$ cat src/hw/rtl/skq_pkg.sv
// shared constants for the sorted key queue
// used by the top level and its checker, no dependencies
package skq_pkg;

	localparam int CAPACITY_DEF = 64;
	localparam int KEY_W = 32;
	localparam int PAY_W = 32;
	localparam int STATUS_W = 2;
	localparam int COUNT_OUT_W = 7;

	// request codes
	localparam logic CMD_INSERT = 1'b0;
	localparam logic CMD_POP    = 1'b1;

	// result status codes
	localparam logic [STATUS_W-1:0] ST_OK    = 2'd0;
	localparam logic [STATUS_W-1:0] ST_FULL  = 2'd1;
	localparam logic [STATUS_W-1:0] ST_EMPTY = 2'd2;

endpackage

$ cat src/hw/rtl/sorted_key_queue_top.sv
// sorted key queue: circular entry memory with insertion walk and head pop
// one request at a time; a pop reads the head, takes it in S_POP and reports
//   in S_FIN; an insert walks down one entry per cycle through the single
//   entry memory port pair, moving up entries whose key is not below the new
//   key and writing the new entry; full inserts and pops on empty go to S_FIN
// reset clears count, head pointer, control and output valid; memory is not cleared
// depends on skq_pkg
module sorted_key_queue_top
	import skq_pkg::*;
#(
	parameter int CAPACITY = CAPACITY_DEF
) (
	input  logic                       clk,
	input  logic                       arst_n,
	input  logic                       in_valid,
	output logic                       in_ready,
	input  logic                       command,
	input  logic signed [KEY_W-1:0]    item_key,
	input  logic [PAY_W-1:0]           item_payload,
	output logic                       out_valid,
	input  logic                       out_ready,
	output logic [STATUS_W-1:0]        status,
	output logic signed [KEY_W-1:0]    popped_key,
	output logic [PAY_W-1:0]           popped_payload,
	output logic [COUNT_OUT_W-1:0]     entry_count
);

	localparam int AW = (CAPACITY > 1) ? $clog2(CAPACITY) : 1;
	localparam int CW = $clog2(CAPACITY + 1);
	localparam int EW = KEY_W + PAY_W;
	localparam logic [CW:0] CAP_W = (CW+1)'(CAPACITY);
	localparam logic [AW-1:0] LAST = AW'(CAPACITY - 1);

	typedef enum logic [2:0] {
		S_IDLE,
		S_WALK,
		S_PLACE,
		S_POP,
		S_FIN
	} state_t;

	state_t state_q;

	logic [EW-1:0] mem [CAPACITY];
	logic [EW-1:0] rdata_q;

	logic [AW-1:0] head_q;
	logic [CW-1:0] count_q;
	logic [AW-1:0] rd_ptr_q;
	logic [AW-1:0] wr_ptr_q;
	logic [CW-1:0] rem_q;
	logic signed [KEY_W-1:0] key_q;
	logic [PAY_W-1:0] pay_q;

	logic [STATUS_W-1:0] res_status_q;
	logic [KEY_W-1:0] res_key_q;
	logic [PAY_W-1:0] res_pay_q;

	logic out_valid_q;
	logic [STATUS_W-1:0] status_q;
	logic [KEY_W-1:0] popped_key_q;
	logic [PAY_W-1:0] popped_payload_q;
	logic [COUNT_OUT_W-1:0] entry_count_q;

	logic accept;
	logic full;
	logic empty;
	logic [CW:0] tail_sum;
	logic [AW-1:0] tail;
	logic shift;
	logic rd_en;
	logic [AW-1:0] rd_addr;
	logic wr_en;
	logic [AW-1:0] wr_addr;
	logic [EW-1:0] wr_data;

	function automatic logic [AW-1:0] ptr_inc(input logic [AW-1:0] p);
		return (p == LAST) ? '0 : p + AW'(1);
	endfunction

	function automatic logic [AW-1:0] ptr_dec(input logic [AW-1:0] p);
		return (p == '0) ? LAST : p - AW'(1);
	endfunction

	// request handshake and queue status
	assign in_ready = (state_q == S_IDLE);
	assign accept   = in_valid && in_ready;
	assign full     = (count_q == CW'(CAPACITY));
	assign empty    = (count_q == '0);

	// physical slot one past the last stored entry
	assign tail_sum = (CW+1)'(head_q) + (CW+1)'(count_q);
	always_comb begin
		if (tail_sum >= CAP_W) begin
			tail = AW'(tail_sum - CAP_W);
		end else begin
			tail = AW'(tail_sum);
		end
	end

	// walked entry moves up when its key is not below the new key
	assign shift = ($signed(rdata_q[EW-1:PAY_W]) >= key_q);

	// memory port control
	always_comb begin
		rd_en   = 1'b0;
		rd_addr = rd_ptr_q;
		wr_en   = 1'b0;
		wr_addr = wr_ptr_q;
		wr_data = {key_q, pay_q};
		case (state_q)
			S_IDLE: begin
				if (accept && !empty) begin
					if (command == CMD_INSERT && !full) begin
						rd_en   = 1'b1;
						rd_addr = ptr_dec(tail);
					end else if (command == CMD_POP) begin
						rd_en   = 1'b1;
						rd_addr = head_q;
					end
				end
			end
			S_WALK: begin
				wr_en = 1'b1;
				if (shift) begin
					wr_data = rdata_q;
					if (rem_q > CW'(1)) begin
						rd_en   = 1'b1;
						rd_addr = ptr_dec(rd_ptr_q);
					end
				end
			end
			S_PLACE: begin
				wr_en = 1'b1;
			end
			default: begin
				rd_en = 1'b0;
			end
		endcase
	end

	// entry memory, registered read
	always_ff @(posedge clk) begin
		if (wr_en) begin
			mem[wr_addr] <= wr_data;
		end
		if (rd_en) begin
			rdata_q <= mem[rd_addr];
		end
	end

	// sequencer and output register
	always_ff @(posedge clk or negedge arst_n) begin
		if (!arst_n) begin
			state_q     <= S_IDLE;
			head_q      <= '0;
			count_q     <= '0;
			out_valid_q <= 1'b0;
		end else begin
			if (out_valid_q && out_ready && state_q != S_FIN) begin
				out_valid_q <= 1'b0;
			end
			case (state_q)
				S_IDLE: begin
					if (accept) begin
						key_q        <= item_key;
						pay_q        <= item_payload;
						res_status_q <= ST_OK;
						res_key_q    <= '0;
						res_pay_q    <= '0;
						if (command == CMD_INSERT) begin
							if (full) begin
								res_status_q <= ST_FULL;
								state_q      <= S_FIN;
							end else if (empty) begin
								wr_ptr_q <= tail;
								state_q  <= S_PLACE;
							end else begin
								rd_ptr_q <= ptr_dec(tail);
								wr_ptr_q <= tail;
								rem_q    <= count_q;
								state_q  <= S_WALK;
							end
						end else begin
							if (empty) begin
								res_status_q <= ST_EMPTY;
								state_q      <= S_FIN;
							end else begin
								state_q <= S_POP;
							end
						end
					end
				end
				S_WALK: begin
					if (shift) begin
						wr_ptr_q <= rd_ptr_q;
						rd_ptr_q <= ptr_dec(rd_ptr_q);
						rem_q    <= rem_q - CW'(1);
						if (rem_q == CW'(1)) begin
							state_q <= S_PLACE;
						end
					end else begin
						count_q <= count_q + CW'(1);
						state_q <= S_FIN;
					end
				end
				S_PLACE: begin
					count_q <= count_q + CW'(1);
					state_q <= S_FIN;
				end
				S_POP: begin
					res_key_q <= rdata_q[EW-1:PAY_W];
					res_pay_q <= rdata_q[PAY_W-1:0];
					head_q    <= ptr_inc(head_q);
					count_q   <= count_q - CW'(1);
					state_q   <= S_FIN;
				end
				S_FIN: begin
					if (!out_valid_q || out_ready) begin
						out_valid_q      <= 1'b1;
						status_q         <= res_status_q;
						popped_key_q     <= res_key_q;
						popped_payload_q <= res_pay_q;
						entry_count_q    <= COUNT_OUT_W'(count_q);
						state_q          <= S_IDLE;
					end
				end
				default: begin
					state_q <= S_IDLE;
				end
			endcase
		end
	end

	assign out_valid      = out_valid_q;
	assign status         = status_q;
	assign popped_key     = popped_key_q;
	assign popped_payload = popped_payload_q;
	assign entry_count    = entry_count_q;

endmodule

$ cat config.mk
export PLATFORM = sky130hd
export DESIGN_NAME = sorted_key_queue_top
export DESIGN_NICKNAME = d
export VERILOG_FILES = /design/src/hw/rtl/skq_pkg.sv /design/src/hw/rtl/sorted_key_queue_top.sv
export SDC_FILE = /design/constraint.sdc
export NUM_CORES = 2
export LEC_CHECK = 0
export CORE_ASPECT_RATIO = 1.1
export CORE_MARGIN = 4
export CORE_UTILIZATION = 35
export CTS_BUF_LIST = sky130_fd_sc_hd__clkbuf_16
export CTS_CLUSTER_DIAMETER = 80
export DETAILED_ROUTE_END_ITERATION = 10
export DONT_BUFFER_PORTS = 1
export PLACE_DENSITY = 0.58
export SYNTH_ARGS = -nofsm -noshare
export SYNTH_HDL_FRONTEND = slang
export SYNTH_SLANG_ARGS = --single-unit
$ cat constraint.sdc
create_clock -name clk -period 6.35 [get_ports clk]
set_input_delay 0.9525 -clock clk [delete_from_list [all_inputs] [get_ports clk]]
set_output_delay 0.9525 -clock clk [all_outputs]
set_load 0.05 [all_outputs]
==> flow_metrics.py <==
metrics = {
    "placed_design": {
        "portBuffers": 0,
        "dp_slack_ns": -0.570,
        "gp_congestion": 0.879,
        "post-dp-hpwl_mm": 298,
    },
    "global_route": {
        "overflow": 0,
        "grt_max_degree": 120,
        "grt_pass1_vias": 96168,
        "grt_antenna_before_repair": 39,
        "grt_usage_pct": 20.9,
        "grt_pass1_wl_mm": 744,
    },
    "route": {
        "drt_pass1_iterations": 6,
        "drt_iter0_markers": 13640,
        "routed_via_density": 5.69,
        "wl_per_cell_microns": 30.5,
        "ant_nets": 0,
        "wl_mm": 540,
        "drc": 0,
        "dr_total_vias": 100485,
    },
    "synth": {
        "synth_cell_types": 79,
        "yosysTopAreaCell": "edfxtp_1",
        "syn_area_sq_um": 170000,
        "synth_enable_flop_cells": 4382,
        "yosys_warnings": 0,
        "synth-seq-cells": 4399,
        "synth_ff_type": "edfxtp_1",
        "ys_async_sr_fraction_pct": 0.386,
        "netlist_top_cells_area": "edfxtp_1 78%, mux2i_1 8.0%, nand2_1 3.3%, o22ai_1 2.4%, nand3_1 1.5%",
        "post_synth.cell_area_avg_sq_um": 16.4,
        "synth_seq_area_share_pct": 77.8,
        "syn_nets": 10473,
        "synth_top_area_share_pct": 77.6,
        "synthCells": 10353,
    },
    "sta": {
        "fin_worst_skew_ns": 0.0811,
        "slew_headroom_pct": 13.7,
        "rsz0062_at_grt": "false",
        "hold_slack_ns": 0.0661,
        "finalCritPeriodShare_pct": 100,
        "finalSetupViolCount": 0,
        "timing.fmax_mhz": 157,
        "fin_ws_ns": 0.000333,
        "worstMarginPinSlew_ns": 1.29,
        "drv_slew": 0,
        "hold_viol": 0,
        "period_needed_ns": 6.35,
    },
    "die": {
        "chipWidth_microns": 672,
        "io_pins": 144,
        "core_area_sq_um": 482000,
        "rows": 267,
        "die_area_sq_um": 496000,
        "start_util_pct": 35.2,
        "die-height_microns": 738,
    },
    "power_and_ir_drop": {
        "p_int_mw": 66.8,
        "ir_worst_vdd_v": 0.000740,
        "p_seq_share_pct": 33.7,
        "netSwitchingFraction_pct": 39.3,
        "clkPwrFrac_pct": 23.2,
        "combPwrFrac_pct": 43.1,
        "powerDensity_nw_per_um2": 556,
        "switchingPower_mw": 43.2,
        "power.total_mw": 110,
        "p_leak_nw": 66.5,
    },
    "setup_path": {
        "critPathMostFrequentCell": "buf_4",
        "cp.arrival_ns": 6.99,
        "worst-setup-path-type": "register to register",
        "cp.buffers_inverters": 6,
        "cp_top_family": "compound AO/OA/AOI/OAI gates",
        "crit_path_cell_trace": "ha_1 -> nand4_1 -> nor3_1 -> a32oi_2 -> a311oi_4 -> buf_4 -> nor3_4 -> buf_4 -> o32a_1 -> nand2_4 -> buf_4 -> buf_12 -> buf_16 -> mux2i_1 -> o22ai_1 -> o41ai_2 -> buf_4 -> nand4_1 -> nand4b_1",
        "cp.required_ns": 6.99,
        "max_stage_delay_ns": 0.55,
        "cp-end-kind": "register",
        "crit_fanout": 42,
        "start_kind": "register",
        "critPathSlowestCell": "edfxtp_1",
    },
    "finish": {
        "final_cell_mix": "4382 x edfxtp_1, 1487 x nand2_1, 1350 x mux2i_1, 644 x o22ai_1, 518 x nand3_1",
        "synthToLayoutAreaGrowth_pct": 16.5,
        "final_layout_size_suffix_gt1_share_pct": 12.9,
        "final_util_pct": 41.0,
        "final_nets": 10953,
        "final_common_cell": "edfxtp_1",
    },
    "cts": {
        "cts.clk_slew.worst_paths_ns": 0.06,
        "cts_made_buffers": 444,
        "root_buffer": "clkbuf_16",
        "htree_num_levels": 5,
        "clock_sinks": 4399,
        "clk_latency_ns": 1.03,
        "cts.path.max_buffers": 4,
        "cts_tree": "yes",
    },
    "hold_path": {
        "hp-class": "input pin to register",
    },
    "run_status": {
        "outcome": "finished clean",
    },
    "job": {
        "cap_viol_max_count": 0,
    },
}
-- area by class of cell --
cell class / count / area [sq um]
inverter: 52 / 200
antenna: 10 / 25.0
sequential: 4399 / 132000
timing repair buffer: 644 / 7310
tap: 6456 / 8080
fill: 42866 / 284000
clock buffer: 448 / 11200
multi-input combinational: 5292 / 35900
clock inverter: 369 / 2950
-- stage by stage --
| step | area (sq um) | setup TNS (ns) | instances |
|---|---|---|---|
| finish | 198000 | 0 | 17670 |
| floorplan | 170000 | 0 | 10353 |
| detailed placement | 183000 | -2.12 | 16810 |
| CTS | 198000 | 0 | 17660 |
| global route | 198000 | 0 | 17663 |
| global placement | 183000 | -2.36 | 16809 |
-- routing by layer --
metal | global-route usage, % | vias to the layer above | part of all wire, %
li1 | - | 41479 | -
met1 | 28.2 | 52193 | 39
met2 | 33.8 | 5700 | 47
met3 | 3.33 | 1113 | 9.5
met4 | 8.61 | 0 | 4.6
met5 | 0 | - | 0
-- worst reg2reg max path: cells and delay by family, from the launching register on --
kind                     cells  cell delay (ns)
flip-flops                   1             0.55
multiplexers                 1             0.24
buffers and inverters        6             1.50
AND/OR/NAND/NOR              6             1.49
adder cells (fa/ha/maj)      1             0.52
AO/OA/AOI/OAI                5             1.73
-- synthesized netlist by cell type (all sizes together), types with 67 or more instances --
cell type  instances
edfxtp          4382
nand2           1493
mux2i           1351
o22ai            644
nand3            525
clkbuf           336
buf              274
nand4            264
o21ai            250
a31oi            134
nor2             104
and2              72
o41ai             67
-- kinds of logic after synthesis --
kind of cell    Yosys count  share of synthesized area [%]
fa+ha+maj                51                          0.385
flops                  4399                           77.8
mux                    1388                           8.22
xor+xnor                 25                          0.129
simple gates           2585                           6.91
buf+inv                 662                           1.69
compound gates         1243                           4.87
-- sequential cells by signal, indices dropped and copies added (netlist names), 32 cells and up --
signal	cells
key_q	32
mem	4096
pay_q	32
popped_key	32
popped_payload	32
rdata_q	64
res_key_q	32
res_pay_q	32
-- repair_timing --
item,CTS,global route
hold endpoints to repair,41,0
endpoints found under the setup margin,11,2
gates resized for setup,16,3
pin swaps,8,3
hold buffers,25,0
setup buffers,9,0
-- power groups by stage --
stage / logic, mW / clock network [mW] / registers [mW]
after floorplan: 27.7 / 0 / 37.4
after global placement: 46.1 / 0 / 37.7
after detailed placement: 46.7 / 0 / 37.7
after CTS: 47.1 / 25.8 / 37.1
after global routing: 49.8 / 27.0 / 37.1
final: 47.4 / 25.5 / 37.1
-- final timing paths --
| path | startpoint | endpoint | cells past startpoint | slack, ns |
|---|---|---|---|---|
| setup / recovery | rdata_q[46]$_DFFE_PP_ | rdata_q[9]$_DFFE_PP_ | 19 | 0.0003 |
| hold / removal | item_key[21] | key_q[21]$_DFFE_PP_ | 0 | 0.07 |
| setup reg to reg | rdata_q[46]$_DFFE_PP_ | rdata_q[9]$_DFFE_PP_ | 19 | 0.0003 |
| hold reg to reg | res_pay_q[29]$_SDFFCE_PN0P_ | popped_payload[29]$_DFFE_PP_ | 0 | 0.38 |
| max in group asynchronous | arst_n | head_q[4]$_DFFE_PN0P_ | 1 | 5.14 |
| min in group asynchronous | arst_n | out_valid$_DFF_PN0_ | 1 | 0.55 |
(Power assumes the default switching activity.)
